`config.mk`:
```
export PLATFORM = sky130hd
export DESIGN_NAME = npr_front_flat
export DESIGN_NICKNAME = d
export VERILOG_FILES = /design/src/rtl/core/npr_pkg.sv /design/src/rtl/core/npr_if.sv /design/src/rtl/core/npr_axis.sv /design/src/rtl/core/npr_front.sv /design/src/flat_wrapper.sv
export SDC_FILE = /design/constraint.sdc
export NUM_CORES = 1
export LEC_CHECK = 0
export ABC_CLOCK_PERIOD_IN_PS = 6800
export BUFFER_PORTS_ARGS = -buffer_cell sky130_fd_sc_hd__clkbuf_2
export CAP_MARGIN = 20
export CORE_UTILIZATION = 62
export CTS_BUF_LIST = sky130_fd_sc_hd__clkbuf_8
export DETAILED_ROUTE_END_ITERATION = 7
export PLACE_DENSITY = 0.86
export SETUP_SLACK_MARGIN = 0.5
export SYNTH_ARGS = -nofsm -noshare
export SYNTH_HDL_FRONTEND = slang
export SYNTH_SLANG_ARGS = --single-unit
```
`constraint.sdc`:
```
create_clock -name clock -period 6.8 [get_ports clock]
set_input_delay 1.02 -clock clock [delete_from_list [all_inputs] [get_ports clock]]
set_output_delay 1.02 -clock clock [all_outputs]
set_load 0.01 [all_outputs]
```
`src/rtl/core/npr_pkg.sv`:
```
// ----------------------------------------------------------------------------
// npr_pkg
// Shared widths, map constants, codes and types of the nearest point ranker.
// ----------------------------------------------------------------------------
package npr_pkg;

   // field widths
   localparam int LAT_W      = 28;
   localparam int LON_W      = 29;
   localparam int IDX_W      = 16;
   localparam int DIST_W     = 16;
   localparam int QUERY_W    = 11;
   localparam int EMIT_W     = 7;
   localparam int CSR_IDX_W  = 2;
   localparam int CSR_DATA_W = 11;

   // register reset values
   localparam logic [QUERY_W-1:0] QUERY_RESET = 11'd1024;
   localparam logic [EMIT_W-1:0]  EMIT_RESET  = 7'd21;

   // register index codes
   typedef enum logic [CSR_IDX_W-1:0] {
      CSR_QUERY_X    = 2'd0,
      CSR_QUERY_Y    = 2'd1,
      CSR_EMIT_COUNT = 2'd2
   } npr_csr_type;

   // map edges in hundred-thousandths of a degree
   localparam int NORTH_EDGE = 5361858;
   localparam int SOUTH_EDGE = 5340953;
   localparam int WEST_EDGE  = -11368652;
   localparam int EAST_EDGE  = -11333496;

   // divisor magnitudes; the row axis runs against latitude
   localparam int LON_DIV = EAST_EDGE - WEST_EDGE;
   localparam int LAT_DIV = NORTH_EDGE - SOUTH_EDGE;

   // coordinate datapath widths
   localparam int T_W       = 30;   // offset from the map edge, signed
   localparam int P_W       = 32;   // scaled magnitude
   localparam int P_SHIFT   = 15;   // low bits dropped before the reciprocal
   localparam int PH_W      = P_W - P_SHIFT;
   localparam int RECIP_W   = 18;
   localparam int EST_SHIFT = P_W - P_SHIFT;
   localparam int Q_W       = 17;   // pixel magnitude
   localparam int R_W       = 18;   // remainder before correction
   localparam int DIFF_W    = DIST_W + 1;

   // reciprocals of the divisors, scaled by 2^P_W
   localparam longint unsigned LON_RECIP = (64'd1 << P_W) / LON_DIV;
   localparam longint unsigned LAT_RECIP = (64'd1 << P_W) / LAT_DIV;

   // a pixel magnitude at or past this always saturates the distance
   localparam int PIX_LIM = (2 ** DIST_W) + (2 ** QUERY_W) - 1;

   localparam logic [DIST_W-1:0] DIST_MAX = {DIST_W{1'b1}};
   localparam logic [DIFF_W-1:0] DIFF_SAT = {1'b1, {DIST_W{1'b0}}};

   // front pipeline and queue
   localparam int FRONT_STAGES = 5;
   localparam int FLIGHT_W     = 3;
   localparam int QUEUE_DEPTH  = 8;
   localparam int QPTR_W       = 3;
   localparam int QCNT_W       = 4;

   // one classified record between front and back
   typedef struct packed {
      logic [DIST_W-1:0] distance;
      logic              last;
   } npr_entry_type;

   // register file contents
   typedef struct packed {
      logic [QUERY_W-1:0] query_x;
      logic [QUERY_W-1:0] query_y;
      logic [EMIT_W-1:0]  emit_count;
   } npr_cfg_type;

endpackage

```
`src/rtl/core/npr_if.sv`:
```
// ----------------------------------------------------------------------------
// npr_if
// Valid/ready channels of the nearest point ranker: records in, ranks out.
// ----------------------------------------------------------------------------
interface npr_req_if import npr_pkg::*; ();
   logic                    valid;
   logic                    ready;
   logic signed [LAT_W-1:0] latitude;
   logic signed [LON_W-1:0] longitude;
   logic                    last_record;

   modport source (output valid, output latitude, output longitude, output last_record,
                   input ready);
   modport sink   (input valid, input latitude, input longitude, input last_record,
                   output ready);
endinterface


```
`src/rtl/core/npr_axis.sv`:
```
// ----------------------------------------------------------------------------
// npr_axis
// One map axis: offset to pixel by constant scale and division, then the
// absolute pixel distance to the query coordinate. Five register stages.
// ----------------------------------------------------------------------------
module npr_axis import npr_pkg::*; #(
   parameter int              MAP_SIZE = 2048,
   parameter int              DIV      = 35156,
   parameter longint unsigned RECIP    = 122168,
   parameter bit              NEGATE   = 1'b0
) (
   input  logic                clock,
   input  logic signed [T_W-1:0] offset,
   input  logic [QUERY_W-1:0]  query,
   output logic [DIFF_W-1:0]   diff
);

   // offsets at or past this limit land far enough off the map to saturate
   localparam longint unsigned T_LIM = (longint'(PIX_LIM) * DIV + MAP_SIZE - 1) / MAP_SIZE;
   localparam int              A_W   = $clog2(T_LIM);
   localparam int              E_W   = PH_W + RECIP_W;

   logic [T_W-1:0]   mag;
   logic [A_W-1:0]   mag_in, mag_ff;
   logic             neg_in, far_in;
   logic [3:0]       neg_ff, far_ff;
   logic [P_W-1:0]   prod_in, prod_ff, prod2_ff;
   logic [E_W-1:0]   est_full;
   logic [Q_W-1:0]   est_in, est_ff, est2_ff;
   logic [P_W-1:0]   back_prod;
   logic [R_W-1:0]   rem_in, rem_ff;
   logic [Q_W-1:0]   fix, quot;
   logic [DIFF_W-1:0] qext, diff_in, diff_ff;

   // stage 1: magnitude, pixel sign and far flag
   always_comb begin
      mag    = offset[T_W-1] ? T_W'(-offset) : T_W'(offset);
      neg_in = offset[T_W-1] ^ NEGATE;
      far_in = (mag >= T_W'(T_LIM));
      mag_in = mag[A_W-1:0];
   end

   // stage 2: scale to map size
   assign prod_in = P_W'(mag_ff) * P_W'(MAP_SIZE);

   // stage 3: quotient estimate from the reciprocal, low by at most three
   always_comb begin
      est_full = E_W'(prod_ff[P_W-1:P_SHIFT]) * E_W'(RECIP);
      est_in   = Q_W'(est_full >> EST_SHIFT);
   end

   // stage 4: remainder of the estimate
   always_comb begin
      back_prod = P_W'(P_W'(est_ff) * P_W'(DIV));
      rem_in    = R_W'(prod2_ff - back_prod);
   end

   // stage 5: correct the quotient and take the distance to the query
   always_comb begin
      fix  = Q_W'(rem_ff >= R_W'(DIV)) + Q_W'(rem_ff >= R_W'(2 * DIV))
           + Q_W'(rem_ff >= R_W'(3 * DIV));
      quot = est2_ff + fix;
      qext = DIFF_W'(query);
      if (far_ff[3]) begin
         diff_in = DIFF_SAT;
      end else if (neg_ff[3]) begin
         diff_in = DIFF_W'(quot) + qext;
      end else if (DIFF_W'(quot) >= qext) begin
         diff_in = DIFF_W'(quot) - qext;
      end else begin
         diff_in = qext - DIFF_W'(quot);
      end
   end

   always_ff @(posedge clock) begin
      mag_ff   <= mag_in;
      neg_ff   <= {neg_ff[2:0], neg_in};
      far_ff   <= {far_ff[2:0], far_in};
      prod_ff  <= prod_in;
      prod2_ff <= prod_ff;
      est_ff   <= est_in;
      est2_ff  <= est_ff;
      rem_ff   <= rem_in;
      diff_ff  <= diff_in;
   end

   assign diff = diff_ff;

endmodule

```
`src/rtl/core/npr_front.sv`:
```
// ----------------------------------------------------------------------------
// npr_front
// Accepts records, maps both coordinates and forms the saturated Manhattan
// distance. Accepts only while the queue has a slot for every word in flight.
// ----------------------------------------------------------------------------
module npr_front import npr_pkg::*; #(
   parameter int MAP_SIZE = 2048
) (
   input  logic              clock,
   input  logic              reset,
   npr_req_if.sink           req,
   input  npr_cfg_type       cfg,
   input  logic [QCNT_W-1:0] queue_level,
   output logic              push_valid,
   output npr_entry_type     push_entry
);

   logic                    accept;
   logic [FLIGHT_W-1:0]     in_flight;
   logic [FRONT_STAGES-1:0] valid_ff, valid_in;
   logic [FRONT_STAGES-1:0] last_ff, last_in;
   logic signed [T_W-1:0]   lon_off, lat_off;
   logic [DIFF_W-1:0]       dx, dy;
   logic [DIFF_W:0]         sum;

   // credit check against queue space
   assign in_flight = FLIGHT_W'($countones(valid_ff));
   assign req.ready = ((QCNT_W+1)'(queue_level) + (QCNT_W+1)'(in_flight))
                    < (QCNT_W+1)'(QUEUE_DEPTH);
   assign accept    = req.valid && req.ready;

   // offsets from the map edges
   assign lon_off = T_W'(req.longitude) - T_W'(WEST_EDGE);
   assign lat_off = T_W'(req.latitude) - T_W'(NORTH_EDGE);

   npr_axis #(
      .MAP_SIZE (MAP_SIZE),
      .DIV      (LON_DIV),
      .RECIP    (LON_RECIP),
      .NEGATE   (1'b0)
   ) u_axis_x (
      .clock  (clock),
      .offset (lon_off),
      .query  (cfg.query_x),
      .diff   (dx)
   );

   npr_axis #(
      .MAP_SIZE (MAP_SIZE),
      .DIV      (LAT_DIV),
      .RECIP    (LAT_RECIP),
      .NEGATE   (1'b1)
   ) u_axis_y (
      .clock  (clock),
      .offset (lat_off),
      .query  (cfg.query_y),
      .diff   (dy)
   );

   // tags travel alongside the axis stages
   assign valid_in = {valid_ff[FRONT_STAGES-2:0], accept};
   assign last_in  = {last_ff[FRONT_STAGES-2:0], req.last_record};

   always_ff @(posedge clock) begin
      if (reset) begin
         valid_ff <= '0;
      end else begin
         valid_ff <= valid_in;
      end
   end

   always_ff @(posedge clock) begin
      last_ff <= last_in;
   end

   // saturated sum into the queue
   always_comb begin
      sum                 = (DIFF_W+1)'(dx) + (DIFF_W+1)'(dy);
      push_entry.distance = (sum > (DIFF_W+1)'(DIST_MAX)) ? DIST_MAX : sum[DIST_W-1:0];
      push_entry.last     = last_ff[FRONT_STAGES-1];
      push_valid          = valid_ff[FRONT_STAGES-1];
   end

endmodule

```
`src/flat_wrapper.sv`:
```
// flat-port wrapper written by rule: the top's interface ports become plain ports
module npr_front_flat import npr_pkg::*;
#(
   parameter int MAP_SIZE = 2048
)
  (clock, reset, cfg, queue_level, push_valid, push_entry, req_valid, req_latitude, req_longitude, req_last_record, req_ready);
  npr_req_if req_i ();
  input  logic clock;
  input  logic reset;
  input  npr_cfg_type cfg;
  input  logic [QCNT_W-1:0] queue_level;
  output logic push_valid;
  output npr_entry_type push_entry;
  input wire logic [$bits(req_i.valid)-1:0] req_valid;
  input wire logic [$bits(req_i.latitude)-1:0] req_latitude;
  input wire logic [$bits(req_i.longitude)-1:0] req_longitude;
  input wire logic [$bits(req_i.last_record)-1:0] req_last_record;
  output wire logic [$bits(req_i.ready)-1:0] req_ready;
  assign req_i.valid = req_valid;
  assign req_i.latitude = req_latitude;
  assign req_i.longitude = req_longitude;
  assign req_i.last_record = req_last_record;
  assign req_ready = req_i.ready;
  npr_front #(.MAP_SIZE(MAP_SIZE)) u_core (.clock(clock), .reset(reset), .req(req_i), .cfg(cfg), .queue_level(queue_level), .push_valid(push_valid), .push_entry(push_entry));
endmodule
```
Word level (Yosys, flattened, before mapping)
Cells that the tools add are included.

operators by class
  multiplexer cells = 7
  add/subtract/negate cells = 24
  multiply operators = 4
  eq/ne operators = 0
  $lt $le $gt $ge = 12
  bitwise operators = 1
  reduce and logical (&&, ||, !) cells = 1
  shift operators = 0
  divide/modulo/power cells = 0

operators by type and width
  cell                                                                      count
  17-bit two-way mux                                                        4
  30-bit two-way mux                                                        2
  30-bit negation                                                           2
  18-bit by 16-bit >= comparator with 1-bit output (second input constant)  3
  18-bit by 17-bit >= comparator with 1-bit output (second input constant)  2
  18-bit subtractor                                                         2
  17-bit by 11-bit adder with 17-bit output                                 2
  17-bit by 3-bit adder with 17-bit output                                  2
  17-bit by 11-bit >= comparator with 1-bit output                          2
  16-bit by 18-bit multiplier with 34-bit output (second input constant)    1
  11-bit by 17-bit subtractor with 17-bit output                            2
  17-bit by 11-bit subtractor with 17-bit output                            2
  17-bit by 14-bit multiplier with 31-bit output (second input constant)    1
  30-bit by 20-bit >= comparator with 1-bit output (second input constant)  1
  30-bit by 21-bit >= comparator with 1-bit output (second input constant)  1
  29-bit by 25-bit subtractor with 30-bit output (second input constant)    1
  28-bit by 24-bit subtractor with 29-bit output (second input constant)    1
  17-bit by 17-bit adder with 18-bit output                                 1
  18-bit by 15-bit >= comparator with 1-bit output (second input constant)  1
  18-bit by 16-bit > comparator with 1-bit output (second input constant)   1
  17-bit by 15-bit multiplier with 18-bit output (second input constant)    1
  17-bit by 14-bit multiplier with 16-bit output (second input constant)    1
  16-bit two-way mux                                                        1
  1-bit by 1-bit adder with 2-bit output                                    4
  other kinds (7)                                                           8

word-level totals
  bits in writable memories = 0
  bits in read-only memories = 0
  bits in latches = 0
  memories = 0
  register bits after elaboration = 260
  word-level logic and storage cells = 69

Logic depth before layout (Yosys ltp)
  depth after elaboration = 7
  depth in mapped cells = 29
  mapped depth without buffers = 26

By module
Synthesis repeated with hierarchy kept, for this count alone.

unflattened totals
  cells, all modules = 2,917
  area, all modules = 27,460.1 µm²

modules (own cells, without submodules)
  module                       area each (µm²)  seq. area each (µm²)  cells an instance  instances
  npr_axis at u_core.u_axis_y  12,529.5         2,462.4               1,312              1
  npr_axis at u_core.u_axis_x  12,363.1         2,462.4               1,238              1
  npr_front                    2,567.5          200.2                 367                1

Worst setup path after synthesis
Ideal clock, no wire load.

  path type = register -> register
  from = reg u_core.u_axis_x.prod_ff[17]
  to = reg u_core.u_axis_x.est_ff[16]
  cell stages (with the launch flop) = 20
  clock period less this slack = 5.977 ns
  library setup time = 0.122 ns
  buffers on the path = 0
  data required time = 6.678 ns
  setup slack = 0.823 ns
  arrival time = 5.855 ns
  cells stage by stage = dfxtp_1 fa_1 fa_1 inv_1 fa_1 inv_1 fa_1 fa_1 fa_1 ha_1 o211a_1 o2111ai_1 o21bai_1 a21oi_1 o21ai_0 a311oi_1 o21ai_0 a21boi_0 nor4_1 a311o_1

between the ends
  cells in the longest elaborated chain, start to end = 1

RTL lines
  what                                            line            RTL
  start, declared                                 npr_axis.sv:27  logic [P_W-1:0] prod_in, prod_ff, prod2_ff;
  start signal, assigned                          npr_axis.sv:79  prod_ff <= prod_in;
  17-bit by 14-bit multiplier with 31-bit output  npr_axis.sv:48  est_full = E_W'(prod_ff[P_W-1:P_SHIFT]) * E_W'(RECIP);
  named net u_core.u_axis_x.est_full[33]          npr_axis.sv:28  logic [E_W-1:0] est_full;
  end signal, assigned                            npr_axis.sv:81  est_ff <= est_in;
  end, declared                                   npr_axis.sv:29  logic [Q_W-1:0] est_in, est_ff, est2_ff;

The timed path passes the listed nets, and every way through them passes these cells.
A chain may end at the register's enable or synchronous reset.

Worst setup path after layout
Same ends and word-level chain as after synthesis.

==> flow_metrics.py <==
metrics = {
    "outcome": {
        "status": "finished clean",
    },
    "layout": {
        "final_cell_mix": "508 x ha_1, 493 x inv_1, 245 x dfxtp_1, 244 x fa_1, 180 x nor2_1",
        "layout_commonest_cell": "ha_1",
        "diodes": 0,
        "post-route-util": 0.678,
        "nets": 4008,
        "syn_to_final_growth_pct": 8.07,
        "drive_gt1_frac": 0.103,
    },
    "place": {
        "dpl.hpwl_um": 52200,
        "io_buffers": 105,
        "gp_congestion": 0.926,
    },
    "critical_path": {
        "worst-endpoint-required_ns": 7.29,
        "slowest_stage": "fa_1",
        "r2r_cells": 19,
        "reg2reg_from": "u_core.u_axis_x.prod_ff[17]",
        "path_cells": "fa_1 -> fa_1 -> inv_1 -> fa_1 -> inv_1 -> fa_1 -> fa_1 -> fa_1 -> ha_1 -> o211a_1 -> o2111ai_1 -> o21bai_1 -> a21oi_2 -> o21ai_1 -> a311oi_2 -> o21ai_0 -> a21boi_1 -> buf_4 -> a311o_1",
        "crit_path_end_kind": "flop",
        "endpoint": "u_core.u_axis_x.est_ff[16]",
        "crit_type": "reg2reg",
        "worst_path_most_repeated_cell": "fa_1",
        "rr_endpoint": "u_core.u_axis_x.est_ff[16]",
        "critPathLaunch": "u_core.u_axis_x.prod_ff[17]",
        "critPathLaunchType": "flop",
        "cp_slowest_stage_delay_ns": 0.57,
        "r2r_slack_ns": 0.76,
        "crit_arrival_ns": 6.53,
        "crit_fanout": 9,
    },
    "die": {
        "start_util": 0.628,
        "dieArea_um2": 46800,
        "die_w_um": 216,
        "fp.coreArea_um2": 45400,
        "die_y_um": 216,
        "rows": 78,
        "ioPinCount": 113,
    },
    "clocking": {
        "clk_pin_slew_worst_paths_ns": 0.06,
        "root_buffer": "clkbuf_8",
        "cts_hold_buf": 0,
        "clockBufferDepth": 3,
        "clock_latency_ns": 0.62,
        "cts_tree": "yes",
        "htreeDepth": 2,
        "cts.sinks": 256,
        "cts_made_buffers": 41,
    },
    "routing": {
        "viasPerCell": 5.75,
        "wl_per_cell_um": 16.7,
        "route.detailed.drc": 0,
        "dr.pass1.iters": 6,
        "drt-initial-drc-count": 1140,
        "vias": 21800,
        "ant_nets": 0,
        "routed_wl_um": 63100,
    },
    "min_path": {
        "min_path_cells": 0,
        "hp-class": "reg2reg",
    },
    "sta": {
        "fin_crit_sh": 0.888,
        "tightest_slew_ns": 1.02,
        "finalSetupTns_ns": 0,
        "hold_viol_final": 0,
        "clock_skew_ns": 0.0349,
        "min_period_ns": 6.04,
        "setup_viol": 0,
        "max_freq_ghz": 0.166,
        "max-slew-margin-rel": 0.314,
        "rsz0062_at_grt": "false",
        "slew_violations": 0,
    },
    "grt": {
        "grt-ovfl-total": 0,
        "grt_pass1_wl_um": 105000,
        "grt.total_usage": 0.269,
        "antenna_found_initial": 0,
        "grt_pass1_vias": 22400,
        "grt_max_degree": 23,
    },
    "yosys": {
        "yosysUniqueCellTypes": 121,
        "synth_top_flop_cell": "dfxtp_1",
        "ys_warn_count": 0,
        "synth.ff_latch_count": 256,
        "async_reset_ff_frac": 0,
        "syn-num-nets": 3895,
        "yosysSeqAreaShare": 0.180,
        "syn_area_um2": 28500,
        "syn_inst": 3044,
        "synth-edff-count": 0,
        "avgSynthCellArea_um2": 9.36,
    },
    "job": {
        "drv_cap": 0,
    },
}
cells in the mapped netlist (17+ instances only):
master	number	area (um^2)
nand3_1	59	295
and2_1	18	113
mux2i_1	18	180
o21ai_0	111	556
ha_1	511	6390
nand4_1	21	131
nand2b_1	21	131
inv_1	486	1820
a31oi_1	33	206
nor2b_1	34	213
o21a_1	20	150
fa_1	246	4920
dfxtp_1	256	5120
clkbuf_1	28	105
a21o_1	32	240
a211oi_1	25	188
nand2_1	120	450
nor3_1	54	270
xnor2_1	169	1480
xor2_1	77	674
nor2_1	182	683
o31ai_1	17	128
a21oi_1	139	696
logic make-up after synthesis:
group / Yosys count / synth area share
XOR/XNOR: 249 / 0.0778
AND/OR/NAND/NOR: 648 / 0.123
adder cells (fa/ha/maj): 757 / 0.397
multiplexers: 34 / 0.0127
AO/OA/AOI/OAI: 554 / 0.134
buffers and inverters: 546 / 0.0753
flip-flops: 256 / 0.180
worst min path at each step:
| stage | slack (ns) | startpoint | to |
|---|---|---|---|
| floorplan | 0.31 | u_core.last_ff[0] | u_core.last_ff[1] |
| global placement | 0.31 | u_core.u_axis_y.mag_ff[15] | u_core.u_axis_y.prod_ff[26] |
| detailed placement | 0.31 | u_core.u_axis_x.neg_ff[2] | u_core.u_axis_x.neg_ff[3] |
| CTS | 0.31 | u_core.u_axis_x.est_ff[16] | u_core.u_axis_x.est2_ff[16] |
| global route | 0.30 | u_core.u_axis_x.est_ff[16] | u_core.u_axis_x.est2_ff[16] |
| finish | 0.31 | u_core.u_axis_x.est_ff[16] | u_core.u_axis_x.est2_ff[16] |
metrics by stage:
step	area, um^2	hold WS (ns)	setup slack [ns]	instances
floorplan	28500	0.310	0.823	3044
global placement	29600	0.310	0.465	3705
detailed placement	29600	0.312	0.242	3705
CTS	30600	0.305	0.499	3779
global route	30800	0.298	0.464	3788
finish	30800	0.314	0.763	3788
area by class of cell:
class	instances	area, um^2
sequential	256	5140
clock buffer	46	633
timing repair buffer	127	698
clock inverter	28	399
tap	600	751
inverter	489	1840
fill	3502	14600
multi-input combinational	2242	21300
timing repair:
| action | 4_1_cts | 5_1_grt |
|---|---|---|
| gates cloned | 0 | 0 |
| buffers inserted | 0 | 9 |
| gates resized for setup | 9 | 34 |
| pin swaps | 0 | 5 |
| setup endpoints to repair | 6 | 29 |
flip-flops by register name, indices dropped and copies added, names as in the netlist, 15 cells and up:
signal	flops
u_core.u_axis_x.mag_ff	21
u_core.u_axis_y.est2_ff	16
u_core.u_axis_x.prod_ff	21
u_core.u_axis_y.mag_ff	20
u_core.u_axis_y.prod_ff	20
u_core.u_axis_x.diff	17
u_core.u_axis_x.rem_ff	15
u_core.u_axis_y.est_ff	17
u_core.u_axis_x.est2_ff	17
u_core.u_axis_y.diff	17
u_core.u_axis_x.est_ff	17
u_core.u_axis_y.rem_ff	18
layer usage:
metal	vias up	part of all wire	global-route usage
li1	10600	-	-
met1	10500	0.43	0.330
met2	575	0.49	0.487
met3	109	0.048	0.0418
met4	0	0.024	0.0754
met5	-	0	0
worst max-delay path: cells and delay by family, from the launching register on:
kind,cells,cell delay [ns]
AO/OA/AOI/OAI,9,1.84
adder cells (fa/ha/maj),7,3.37
buffers and inverters,3,0.27
flip-flops,1,0.44
Power is not shown: default switching activity piles up to over one toggle a cycle in this logic, so the estimate is an artifact.
