===== src/rtl/core/npr_pkg.sv =====
// ----------------------------------------------------------------------------
// npr_pkg
// Shared widths, map constants, codes and types of the nearest point ranker.
// ----------------------------------------------------------------------------
package npr_pkg;

   // field widths
   localparam int LAT_W      = 28;
   localparam int LON_W      = 29;
   localparam int IDX_W      = 16;
   localparam int DIST_W     = 16;
   localparam int QUERY_W    = 11;
   localparam int EMIT_W     = 7;
   localparam int CSR_IDX_W  = 2;
   localparam int CSR_DATA_W = 11;

   // register reset values
   localparam logic [QUERY_W-1:0] QUERY_RESET = 11'd1024;
   localparam logic [EMIT_W-1:0]  EMIT_RESET  = 7'd21;

   // register index codes
   typedef enum logic [CSR_IDX_W-1:0] {
      CSR_QUERY_X    = 2'd0,
      CSR_QUERY_Y    = 2'd1,
      CSR_EMIT_COUNT = 2'd2
   } npr_csr_type;

   // map edges in hundred-thousandths of a degree
   localparam int NORTH_EDGE = 5361858;
   localparam int SOUTH_EDGE = 5340953;
   localparam int WEST_EDGE  = -11368652;
   localparam int EAST_EDGE  = -11333496;

   // divisor magnitudes; the row axis runs against latitude
   localparam int LON_DIV = EAST_EDGE - WEST_EDGE;
   localparam int LAT_DIV = NORTH_EDGE - SOUTH_EDGE;

   // coordinate datapath widths
   localparam int T_W       = 30;   // offset from the map edge, signed
   localparam int P_W       = 32;   // scaled magnitude
   localparam int P_SHIFT   = 15;   // low bits dropped before the reciprocal
   localparam int PH_W      = P_W - P_SHIFT;
   localparam int RECIP_W   = 18;
   localparam int EST_SHIFT = P_W - P_SHIFT;
   localparam int Q_W       = 17;   // pixel magnitude
   localparam int R_W       = 18;   // remainder before correction
   localparam int DIFF_W    = DIST_W + 1;

   // reciprocals of the divisors, scaled by 2^P_W
   localparam longint unsigned LON_RECIP = (64'd1 << P_W) / LON_DIV;
   localparam longint unsigned LAT_RECIP = (64'd1 << P_W) / LAT_DIV;

   // a pixel magnitude at or past this always saturates the distance
   localparam int PIX_LIM = (2 ** DIST_W) + (2 ** QUERY_W) - 1;

   localparam logic [DIST_W-1:0] DIST_MAX = {DIST_W{1'b1}};
   localparam logic [DIFF_W-1:0] DIFF_SAT = {1'b1, {DIST_W{1'b0}}};

   // front pipeline and queue
   localparam int FRONT_STAGES = 5;
   localparam int FLIGHT_W     = 3;
   localparam int QUEUE_DEPTH  = 8;
   localparam int QPTR_W       = 3;
   localparam int QCNT_W       = 4;

   // one classified record between front and back
   typedef struct packed {
      logic [DIST_W-1:0] distance;
      logic              last;
   } npr_entry_type;

   // register file contents
   typedef struct packed {
      logic [QUERY_W-1:0] query_x;
      logic [QUERY_W-1:0] query_y;
      logic [EMIT_W-1:0]  emit_count;
   } npr_cfg_type;

endpackage


===== src/rtl/core/npr_queue.sv =====
// ----------------------------------------------------------------------------
// npr_queue
// Short first-in first-out queue of classified records between front and back.
// ----------------------------------------------------------------------------
module npr_queue import npr_pkg::*; (
   input  logic              clock,
   input  logic              reset,
   input  logic              push_valid,
   input  npr_entry_type     push_entry,
   input  logic              pop,
   output npr_entry_type     head,
   output logic              not_empty,
   output logic [QCNT_W-1:0] level
);

   npr_entry_type     slot_ff [QUEUE_DEPTH];
   logic [QPTR_W-1:0] wr_ptr_ff, wr_ptr_in;
   logic [QPTR_W-1:0] rd_ptr_ff, rd_ptr_in;
   logic [QCNT_W-1:0] level_ff, level_in;

   // pointer and level update; the front never pushes into a full queue
   always_comb begin
      wr_ptr_in = push_valid ? wr_ptr_ff + 1'b1 : wr_ptr_ff;
      rd_ptr_in = pop ? rd_ptr_ff + 1'b1 : rd_ptr_ff;
      level_in  = level_ff + QCNT_W'(push_valid) - QCNT_W'(pop);
   end

   always_ff @(posedge clock) begin
      if (reset) begin
         wr_ptr_ff <= '0;
         rd_ptr_ff <= '0;
         level_ff  <= '0;
      end else begin
         wr_ptr_ff <= wr_ptr_in;
         rd_ptr_ff <= rd_ptr_in;
         level_ff  <= level_in;
      end
   end

   always_ff @(posedge clock) begin
      if (push_valid) begin
         slot_ff[wr_ptr_ff] <= push_entry;
      end
   end

   assign head      = slot_ff[rd_ptr_ff];
   assign not_empty = (level_ff != '0);
   assign level     = level_ff;

endmodule


===== config.mk =====
export PLATFORM = sky130hd
export DESIGN_NAME = npr_queue
export DESIGN_NICKNAME = d
export VERILOG_FILES = /design/src/rtl/core/npr_pkg.sv /design/src/rtl/core/npr_queue.sv
export SDC_FILE = /design/constraint.sdc
export NUM_CORES = 1
export LEC_CHECK = 0
export BUFFER_PORTS_ARGS = -buffer_cell sky130_fd_sc_hd__buf_4
export CORE_MARGIN = 1.5
export CORE_UTILIZATION = 49
export DETAILED_ROUTE_END_ITERATION = 6
export PLACE_DENSITY = 0.65
export SLEW_MARGIN = 20
export SYNTH_ARGS = -nofsm -noshare
export SYNTH_HDL_FRONTEND = slang
export SYNTH_SLANG_ARGS = --single-unit
export TNS_END_PERCENT = 30

===== constraint.sdc =====
create_clock -name clock -period 2.89 [get_ports clock]
set_input_delay 0.289 -clock clock [delete_from_list [all_inputs] [get_ports clock]]
set_output_delay 0.289 -clock clock [all_outputs]
set_load 0.05 [all_outputs]

; ---- Word-level counts from Yosys, hierarchy flattened
; Memory sizes are Yosys's and may differ from the RTL's. A register that Yosys moved wholly into a read port is not among the register bits.
; Cells that the tools add are included.
[word_totals]
register_bits = 10
ramBits = 136
in_bits = 21
output_inout_bits = 22
elab_cells = 13
memories = 1
[memory_table]
columns = name, depth, word_bits, rd, rd_clocked_by_memory_dff, wr, line
row1 = slot_ff, 8, 17, 1, 1, 1, npr_queue.sv:16  ; npr_entry_type slot_ff [QUEUE_DEPTH];
[classes]
addsub = 4
n_mux = 4
reduce_logical = 1
[ops]
columns = operator, count
row1 = "adder 3 x 1 -> 3 bit, second input constant", 2
row2 = two-way mux 3 bit, 2
row3 = adder 4 x 1 -> 4 bit, 1
row4 = nonzero test 4 bit, 1
row5 = subtractor 4 x 1 -> 4 bit, 1
row6 = two-way mux 1 bit, 2

; ---- Logic depth before layout (Yosys ltp)
; Gate-level depths: netlist of the first run.
[depth]
word_depth = 3
depth_mapped = 8
depth_no_buf = 8

; ---- Worst setup path after synthesis of the first run
; No wires, ideal clock.
[synth_timing]
path_kind = register to register
from = reg wr_ptr_ff[2]
to = mem slot_ff[0][0] (netlist bit), enable pin
setup_ns = 0.413
arrival_ns = 1.695
required_ns = 2.477
slack_ns = 0.782
stages_incl_launch_ff = 3
n_path_buf = 0
period_less_slack_ns = 2.108
path_cell_list = dfxtp_1 -> nand2b_1 -> nor3_1
[synth_lines]
columns = item, line
row1 = "start, declared", npr_queue.sv:17  ; logic [QPTR_W-1:0] wr_ptr_ff, wr_ptr_in;
row2 = "start signal, assigned", npr_queue.sv:34  ; wr_ptr_ff <= wr_ptr_in;
row3 = "end, declared", npr_queue.sv:16
; Straight into the memory's write port.

==> results of run 1 <==
==> worst max-delay path: cells and delay by family, from the launching register on <==
family                 cells  cell delay (ns)
multiplexers               2             0.90
flip-flops                 1             0.34
buffers and inverters      2             0.45
==> area by class of cell <==
class | count | area, um2
tap | 143 | 178.9
multi-input combinational | 98 | 1374
sequential | 149 | 4345
clock inverter | 12 | 160.2
fill | 787 | 4478
clock buffer | 20 | 436.7
timing repair buffer | 59 | 467.9
inverter | 7 | 26.28
==> metal layers <==
metal	GRT usage	routed length, um	up-vias
met4	0.07342	143	0
met1	0.2455	4501	1437
met3	0.04573	479	12
met2	0.2732	4995	67
li1	-	-	1230
met5	0	0	-
==> report_power, final <==
| group | switching [mW] | total, mW | internal, mW |
|---|---|---|---|
| combinational | 0.450 | 0.740 | 0.290 |
| clock | 0.781 | 2.21 | 1.43 |
| sequential | 0.0376 | 2.47 | 2.43 |
| total | 1.27 | 5.42 | 4.15 |
==> metrics by stage <==
stage                     std cells  hold WS (ns)  setup slack [ns]
after floorplan                 265        0.3879            0.7821
after detailed placement        456        0.5239            0.9300
final                           488        0.1080            0.5002
after CTS                       488       0.09520            0.4630
after global placement          456        0.5036            0.9386
after global routing            488       0.09869            0.4232
==> placed cells by master, fill, tap and decap left out, types with 2 or more instances in the layout <==
master       n
buf_4       57
xnor2_1      2
nand3_1      2
clkbuf_16   17
a21oi_1      2
nand2b_1     4
bufinv_16    4
nor3_2       2
xor2_1       3
mux4_1      24
mux2_2      17
nor2_1      16
mux4_2      10
ha_1         7
clkinv_2     4
edfxtp_1   136
nand2_1      4
mux2i_1      2
clkinv_1     3
inv_1        7
buf_12       2
dfxtp_1     12
clkbuf_1     3
==> kinds of logic after synthesis <==
group / synth area share
and+or+nand+nor: 0.02176
adders and majority gates: 0.01853
xor gates and xnor gates: 0.007543
DFF: 0.7481
muxes: 0.1838
buffers and inverters: 0.01702
AOI/OAI and AO/OA: 0.003232
==> flip-flops by register name, summed over array words and instances (netlist names), named ones only <==
| signal | flops |
|---|---|
| level | 4 |
| rd_ptr_ff | 3 |
| slot_ff | 136 |
| wr_ptr_ff | 3 |
==> final timing paths <==
check	cells after the start	end	slack, ns
setup / recovery	4	head[11]	0.50
hold / removal	1	slot_ff[2][0]$_DFFE_PP_	0.11
setup reg to reg	3	slot_ff[5][6]$_DFFE_PP_	1.14
hold reg to reg	2	rd_ptr_ff[2]$_SDFFE_PP0P_	0.53
==> run metrics, run 1 <==
layout overhead on the synthesized area=20.36%; post-route clock skew=0.007163 ns; count of different cell masters after synthesis=22; Routed wire per std cell=20.74 um; share of cells above drive strength 1=0.3362; WL final=10120 um; Leakage=2.424 nW; largest net degree at the start of global routing=35; clk sinks=149; crit start category=register; Non-Filler Cell Area, Final=6989 um2; number of detailed-route iterations in the first pass=4; buffers added on ports=42; vias in the first global route=2892; Clock Tree Buf Depth=2; Synth area leader=edfxtp_1; DRC=0; Syn Area/Cell=21.91 um2; Hold WC Path Type=in2reg; Avg Vias per Cell=5.627; TNS Setup=0 ns; min Tclk post-route=2.390 ns; starting density of the core=0.5064; Max-slew headroom=0.5459; Synthesized Nets=294; total power draw=5.420 mW; Worst Path Max Fanout=34; slowest cell delay on critical path=0.61 ns; Worst Hold Launch=push_entry[0]; Crit Path Category=reg2out; CTS root buffer=clkbuf_16; Post-CTS Setup Inserts=0; post-synth top area share=0.7033; CTS clk-pin slew, worst paths=0.06 ns; setup violators final=0; max-slew violations=0; NumNets Final=361; synth warn=0; CTS tree=done; CTS buffer count=17; Critical R2R Launch=wr_ptr_ff[0]$_SDFFE_PP0P_; Die X=111.9 um; clock latency on the worst-skew pair=0.41 ns; Initial DRC Count=204; CTS hold repair buffers=0; period utilisation layout=0.8269; unrepaired setup endpoints after global routing=false; Resized cells post-CTS=0; all-layer global routing usage=0.1777; Final Util=0.6095; Final HPWL DP=5921 um; final hold vios=0; Post-synth EDFFs=136; arrival time worst endpoint=2.10 ns; synthesized instance count=265; Main synth FF type=edfxtp_1; Worst Path Required=2.60 ns; Slew @ Worst Pin=0.6786 ns; post-synthesis sequential area ratio=0.7481; outcome=completed; placed cell area=6392 um2; Remaining Overflow, GRT=0; #FFs+latches synth=149; count leader, synth=edfxtp_1; top post-synthesis cells by count=edfxtp_1 (136), mux4_1 (24), mux2_2 (17); CP max stage cell=mux4_1; Core Area=11470 um2; # rows=39; DIE AREA=12510 um2; pwr/cell area=775.4 nW/um2; crit path cell chain=buf_12, mux4_1, mux2_2, buf_4; initial antenna violation count=0; fmax=418.4 MHz; wire length of the first global-routing pass=16020 um; Die H=111.9 um; Mapped Area=5807 um2; CTS H-tree lvls=4; kind of end point of the critical path=output port; Peak VDD IR=407.2 uV; detailed-route via count=2746; global placement routability congestion=0.7404; I/O pins=43; total of max-cap violations=0; Detail Route Antenna Nets=0; ANT cells=0; ys async rst share=0; leading post-synthesis cells by cell area=edfxtp_1 (70%), mux4_1 (11%), dfxtp_1 (4.5%)
(Power assumes the default switching activity.)
==> inputs of run 2 (changes only) <==
--- a/config.mk
+++ b/config.mk
@@ -9,7 +9,7 @@
 export CORE_MARGIN = 1.5
 export CORE_UTILIZATION = 49
 export DETAILED_ROUTE_END_ITERATION = 6
-export PLACE_DENSITY = 0.65
+export PLACE_DENSITY = 0.68
 export SLEW_MARGIN = 20
 export SYNTH_ARGS = -nofsm -noshare
 export SYNTH_HDL_FRONTEND = slang
==> constraint.sdc (replaced) <==
create_clock -name clock -period 2.1 [get_ports clock]
set_input_delay 0.21 -clock clock [delete_from_list [all_inputs] [get_ports clock]]
set_output_delay 0.21 -clock clock [all_outputs]
set_load 0.05 [all_outputs]
==> run 2 against run 1 <==
The flow now finishes with violations (setup timing). Sequential power up 37%. Die area unchanged. Utilization up 1.7 points. Clock skew up 0.00064 ns. Sequential share of layout area down 1.7 points. Clock-buffer cell count down 2. Routed wire length up 6.3%. Non-clock buffer count up 10. Total power up 38%. Largest cell class unchanged.
==> run metrics, run 2 (synthesis results as in run 1) <==
outcome=finished, violations left (was completed); violated checks=setup timing; final hold vios=0 (unchanged); Die H=111.9 um (unchanged); NumNets Final=371 (was 361); Slew @ Worst Pin=0.3056 ns (was 0.6786 ns); CTS tree=done (unchanged); CTS H-tree lvls=4 (unchanged); Remaining Overflow, GRT=0 (unchanged); WL final=10760 um (was 10120 um); wire length of the first global-routing pass=16790 um (was 16020 um); Crit Path Category=reg2out (unchanged); layout overhead on the synthesized area=23.74% (was 20.36%); Peak VDD IR=838.2 uV (was 407.2 uV); CP top delay family=multiplexers (unchanged); Die X=111.9 um (unchanged); ANT cells=0 (unchanged); global placement routability congestion=0.7148 (was 0.7404); min Tclk post-route=2.223 ns; crit path cell chain=buf_12, buf_16, mux4_2, mux2_4, buf_6 (was buf_12, mux4_1, mux2_2, buf_4); Core Area=11470 um2 (unchanged); clk sinks=149 (unchanged); Critical R2R Launch=level[0]$_SDFF_PP0_ (was wr_ptr_ff[0]$_SDFFE_PP0P_); Worst Path Max Fanout=7 (was 34); CTS buffer count=17 (unchanged); fill count=792 (was 787); # rows=39 (unchanged); Largest register FFs=136 (unchanged); kind of end point of the critical path=output port (unchanged); Worst Path Required=1.89 ns (was 2.60 ns); Routed wire per std cell=21.60 um (was 20.74 um); commonest non-fill, non-tap cells in the layout=edfxtp_1 (136), buf_4 (45), mux4_2 (29), clkbuf_16 (17), nor2_1 (16) (was edfxtp_1 (136), buf_4 (57), mux4_1 (24), mux2_2 (17), clkbuf_16 (17)); pre-CTS WS=0.2428 ns (was 0.9300 ns); Initial DRC Count=178 (was 204); share of cells above drive strength 1=0.4028 (was 0.3362); Max-slew headroom=0.7960 (was 0.5459); pwr/cell area=1043 nW/um2 (was 775.4 nW/um2); Crit path depth=5 (was 4); crit start category=register (unchanged); I/O pins=43 (unchanged); arrival time worst endpoint=2.01 ns (was 2.10 ns); total power draw=7.493 mW (was 5.420 mW); TNS Setup=-1.443 ns (was 0 ns); all-layer global routing usage=0.1869 (was 0.1777); Avg Vias per Cell=5.550 (was 5.627); buffers added on ports=42 (unchanged); clock latency on the worst-skew pair=0.41 ns (about the same); Detail Route Antenna Nets=0 (unchanged); Clock Tree Buf Depth=2 (unchanged); largest net degree at the start of global routing=35 (unchanged); CP endpoint=head[4] (was head[11]); max-slew violations=0 (unchanged); DRC=0 (unchanged); Final HPWL DP=6021 um (was 5921 um); largest reg by FF count=slot_ff (unchanged); starting density of the core=0.5064 (unchanged); CTS root buffer=clkbuf_16 (unchanged); R2R Setup Slk=0.47 ns (was 1.14 ns); post-route clock skew=0.007800 ns (was 0.007163 ns); Buf+Inv Stages, Crit Path=3 (was 2); reg2reg path depth=8 (was 3); slowest cell delay on critical path=0.51 ns (was 0.61 ns); CP max stage cell=mux4_2 (was mux4_1); CTS clk-pin slew, worst paths=0.05 ns (was 0.06 ns); setup violators final=17 (was 0); Leakage=2.502 nW (was 2.424 nW); commonest non-fill, non-tap cell in the layout=edfxtp_1 (unchanged); detailed-route via count=2764 (was 2746); DIE AREA=12510 um2 (unchanged); fmax=449.8 MHz; unrepaired setup endpoints after global routing=true (was false); final setup margin=-0.1232 ns (was 0.5002 ns); initial antenna violation count=0 (unchanged); period utilisation layout=1.059; Hold WC Path Type=in2reg (unchanged); CTS hold repair buffers=0 (unchanged); number of detailed-route iterations in the first pass=4 (unchanged); vias in the first global route=2877 (was 2892); r2r endpoint=level[2]$_SDFF_PP0_ (was slot_ff[5][6]$_DFFE_PP_); total of max-cap violations=0 (unchanged)
## run 2: how the worst min path moves through the flow
stage	startpoint	to	slack, ns	cells past startpoint
after floorplan	push_entry[0]	slot_ff[0][0]$_DFFE_PP_	0.31	0
after global placement	push_entry[9]	slot_ff[4][9]$_DFFE_PP_	0.44	1
after detailed placement	push_entry[12]	slot_ff[4][12]$_DFFE_PP_	0.45	1
after CTS	push_entry[12]	slot_ff[4][12]$_DFFE_PP_	0.02	1
after global routing	push_entry[12]	slot_ff[4][12]$_DFFE_PP_	0.02	1
final	push_entry[5]	slot_ff[3][5]$_DFFE_PP_	0.03	1
## run 2: stage by stage
step / cell area [um2] / hold slack (ns) / utilization / instances
3_5_place_dp: 6430 / 0.4469 / 0.5607 / 461
2_1_floorplan: 5812 / 0.3089 / - / 265
5_1_grt: 7186 / 0.01876 / 0.6266 / 498
6_report: 7186 / 0.03466 / 0.6266 / 498
4_1_cts: 7194 / 0.01766 / 0.6274 / 499
3_3_place_gp: 6430 / 0.4394 / 0.5607 / 461
## run 2: cell type report
type,count,area [um2],area share
sequential,149,4348,0.6051
clock inverter,14,140.1,0.01950
inverter,7,26.28,0.003657
tap,143,178.9,0.02490
multi-input combinational,98,1348,0.1875
clock buffer,18,429.2,0.05972
timing repair buffer,69,715.7,0.09960
## run 2: routing by layer
metal | share of wire | GRT usage
met2 | 0.49 | 0.2870
met3 | 0.054 | 0.04736
met5 | 0 | 0
met1 | 0.45 | 0.2634
met4 | 0.013 | 0.06751
## run 2: what timing repair did
| item | CTS | global route |
|---|---|---|
| pin swaps | 0 | 0 |
| buffers inserted | 3 | 0 |
| endpoints found under the setup margin | 17 | 17 |
| endpoints found under the hold margin | 0 | 0 |
| resized for setup | 62 | 3 |
| cloned | 3 | 0 |
## run 2: power breakdown
part | total [mW] | switching [mW] | internal, mW | leakage [nW]
clock | 2.90 | 1.07 | 1.83 | 0.280
sequential | 3.39 | 0.0486 | 3.35 | 1.34
combinational | 1.20 | 0.671 | 0.525 | 0.879
==> inputs of run 3 (changes only) <==
--- a/config.mk
+++ b/config.mk
@@ -7,9 +7,9 @@
 export LEC_CHECK = 0
 export BUFFER_PORTS_ARGS = -buffer_cell sky130_fd_sc_hd__buf_4
 export CORE_MARGIN = 1.5
-export CORE_UTILIZATION = 49
+export CORE_UTILIZATION = 50
 export DETAILED_ROUTE_END_ITERATION = 6
-export PLACE_DENSITY = 0.68
+export PLACE_DENSITY = 0.69
 export SLEW_MARGIN = 20
 export SYNTH_ARGS = -nofsm -noshare
 export SYNTH_HDL_FRONTEND = slang
==> constraint.sdc (replaced) <==
create_clock -name clock -period 2.1 [get_ports clock]
set_input_delay 0.315 -clock clock [delete_from_list [all_inputs] [get_ports clock]]
set_output_delay 0.315 -clock clock [all_outputs]
set_load 0.05 [all_outputs]
==> run 3 against run 2 <==
The flow still finishes with violations (setup timing). Critical path depth is 1 lower. Cell count is 0.40% lower. Non-clock buffer count is 2 lower. Hold slack better by 0.10 ns. Design area is 1.6% lower. Register-to-register slack hardly changed. Highest routed layer unchanged.
==> run metrics, run 3 (synthesis results as in run 1) <==
outcome=finished, violations left (unchanged); violated checks=setup timing (unchanged); detailed-route via count=2718 (was 2764); clock share of power=0.392 (was 0.387); CTS root buffer=clkbuf_16 (unchanged); r2r endpoint=level[2]$_SDFF_PP0_ (unchanged); Hold WC Path Type=in2reg (unchanged); fill count=809 (was 792); buffers added on ports=42 (unchanged); final setup margin=-0.2025 ns (was -0.1232 ns); Internal=5.652 mW (was 5.704 mW); TNS Setup=-2.664 ns (was -1.443 ns); # rows=39 (unchanged); total of max-cap violations=0 (unchanged); setup violators final=17 (unchanged); Worst Path Required=1.78 ns (was 1.89 ns); clock latency on the worst-skew pair=0.41 ns (about the same); area of the multi-input gates=1340 um2 (was 1348 um2); Routed wire per std cell=20.60 um (was 21.60 um); Flop pwr share=0.458 (was 0.453); ANT cells=0 (unchanged); Die X=110.8 um (was 111.9 um); min Tclk post-route=2.302 ns (was 2.223 ns); CP max stage cell=mux4_1 (was mux4_2); CTS clk-pin slew, worst paths=0.05 ns (about the same); crit start category=register (unchanged); largest reg by FF count=slot_ff (unchanged); Max-slew headroom=0.8051 (was 0.7960); Buf+Inv Stages, Crit Path=2 (was 3); NumNets Final=369 (was 371); combinational power share=0.149 (was 0.160); sw frac=0.2374 (was 0.2387); Remaining Overflow, GRT=0 (unchanged); initial antenna violation count=0 (unchanged); CTS buffer count=17 (unchanged); wire length of the first global-routing pass=16050 um (was 16790 um); DRC=0 (unchanged); Critical R2R Launch=level[0]$_SDFF_PP0_ (unchanged); number of detailed-route iterations in the first pass=4 (unchanged); Sequential cell area=4348 um2 (unchanged); clk sinks=149 (unchanged); reg2reg path depth=8 (unchanged); Crit Path Category=reg2out (unchanged); commonest non-fill, non-tap cell in the layout=edfxtp_1 (unchanged); vias in the first global route=2918 (was 2877); WL final=10220 um (was 10760 um); global placement routability congestion=0.6927 (was 0.7148); Worst Path Max Fanout=12 (was 7); Clock Tree Buf Depth=2 (unchanged); CTS H-tree lvls=4 (unchanged); R2R Setup Slk=0.48 ns (was 0.47 ns); Detail Route Antenna Nets=0 (unchanged); post-route clock skew=0.004667 ns (was 0.007800 ns); kind of end point of the critical path=output port (unchanged); hold path cells=1 (unchanged); P_sw=1.760 mW (was 1.789 mW); share of cells above drive strength 1=0.3909 (was 0.4028); unrepaired setup endpoints after global routing=true (unchanged); Slew @ Worst Pin=0.2919 ns (was 0.3056 ns); CP top delay family=multiplexers (unchanged); fmax=434.3 MHz (was 449.8 MHz); Leakage=2.446 nW (was 2.502 nW); Final HPWL DP=6381 um (was 6021 um); period utilisation layout=1.096 (was 1.059); Core Area=11370 um2 (was 11470 um2); I/O pins=43 (unchanged); largest net degree at the start of global routing=19 (was 35); Worst Hold End=slot_ff[5][6]$_DFFE_PP_ (was slot_ff[3][5]$_DFFE_PP_); pwr/cell area=1048 nW/um2 (was 1043 nW/um2); Die H=110.8 um (was 111.9 um); Avg Vias per Cell=5.480 (was 5.550); all-layer global routing usage=0.1806 (was 0.1869); layout overhead on the synthesized area=21.76% (was 23.74%); Worst Hold Launch=push_entry[6] (was push_entry[5]); DIE AREA=12270 um2 (was 12510 um2); commonest non-fill, non-tap cells in the layout=edfxtp_1 (136), buf_4 (47), mux4_2 (24), clkbuf_16 (17), buf_6 (17) (was edfxtp_1 (136), buf_4 (45), mux4_2 (29), clkbuf_16 (17), nor2_1 (16)); crit path cell chain=buf_12, mux4_1, mux2_2, buf_6 (was buf_12, buf_16, mux4_2, mux2_4, buf_6); Largest register FFs=136 (unchanged); Crit path depth=4 (was 5); CTS tree=done (unchanged); max-slew violations=0 (unchanged); Peak VDD IR=807.5 uV (was 838.2 uV); final hold vios=0 (unchanged); Initial DRC Count=174 (was 178); slowest cell delay on critical path=0.56 ns (was 0.51 ns); arrival time worst endpoint=1.99 ns (was 2.01 ns); starting density of the core=0.5107 (was 0.5064); Final Util=0.6219 (was 0.6266)
==> run 3: changes by cell type in the layout (fill, tap and decap cells not counted), moves of 3 or more <==
cell | previous run | this run
mux2_4 | 12 | 5
mux2_2 | 5 | 12
buf_16 | 3 | 0
mux4_1 | 5 | 10
buf_6 | 8 | 17
clkinv_1 | 7 | 3
buf_8 | 11 | 0
mux4_2 | 29 | 24
==> run 3: worst max-delay path by stage <==
stage	to	start
6_report	head[10]	register
5_1_grt	head[10]	register
4_1_cts	head[11]	register
3_5_place_dp	head[11]	register
3_3_place_gp	head[3]	register
2_1_floorplan	slot_ff[4][0]$_DFFE_PP_	wr_ptr_ff[2]$_SDFFE_PP0P_
==> run 3: what timing repair did <==
item / CTS / global route
resized for setup: 29 / 8
setup buffers: 2 / 0
setup endpoints to repair: 17 / 17
hold buffers: 0 / 0
==> run 3: through the flow <==
stage                     power, mW  hold slack (ns)  setup slack, ns  cells  area, um2
final                         7.412           0.1347          -0.2025    496       7071
after global placement        4.486           0.5037           0.1195    462       6450
after floorplan               4.174           0.4139          0.05082    265       5812
after global routing          7.670           0.1175          -0.2730    496       7071
after CTS                     7.480           0.1116          -0.2375    496       7078
after detailed placement      4.507           0.5236           0.1027    462       6450
==> run 3: layout make-up <==
class                           count  area share
Inverter                            7    0.003716
Multi-Input combinational cell     98      0.1895
Sequential cell                   149      0.6149
Clock buffer                       20     0.06176
Timing Repair Buffer               67     0.08547
Clock inverter                     12     0.01929
Tap cell                          143     0.02531
==> run 3: power by group through the flow <==
stage / Combinational [mW] / Sequential [mW] / Clock, mW
after global placement: 1.04 / 3.45 / 0
after global routing: 1.18 / 3.41 / 3.09
final: 1.11 / 3.40 / 2.91
after detailed placement: 1.05 / 3.46 / 0
after CTS: 1.11 / 3.40 / 2.97
after floorplan: 0.642 / 3.53 / 0
==> run 3: layer usage <==
layer | up-vias | share of wire | global-route usage
li1 | 1231 | - | -
met1 | 1401 | 0.43 | 0.2313
met2 | 76 | 0.51 | 0.2938
met3 | 10 | 0.055 | 0.05741
met4 | 0 | 0.0091 | 0.06325
met5 | - | 0 | 0
==> run 3: worst register-to-register path, stage by stage, from the launching register on <==
cell	delay (ns)
dfxtp_1	0.33
inv_1	0.06
ha_1	0.26
inv_1	0.05
ha_1	0.16
inv_1	0.05
fa_1	0.37
xor2_1	0.17
nor2_1	0.10
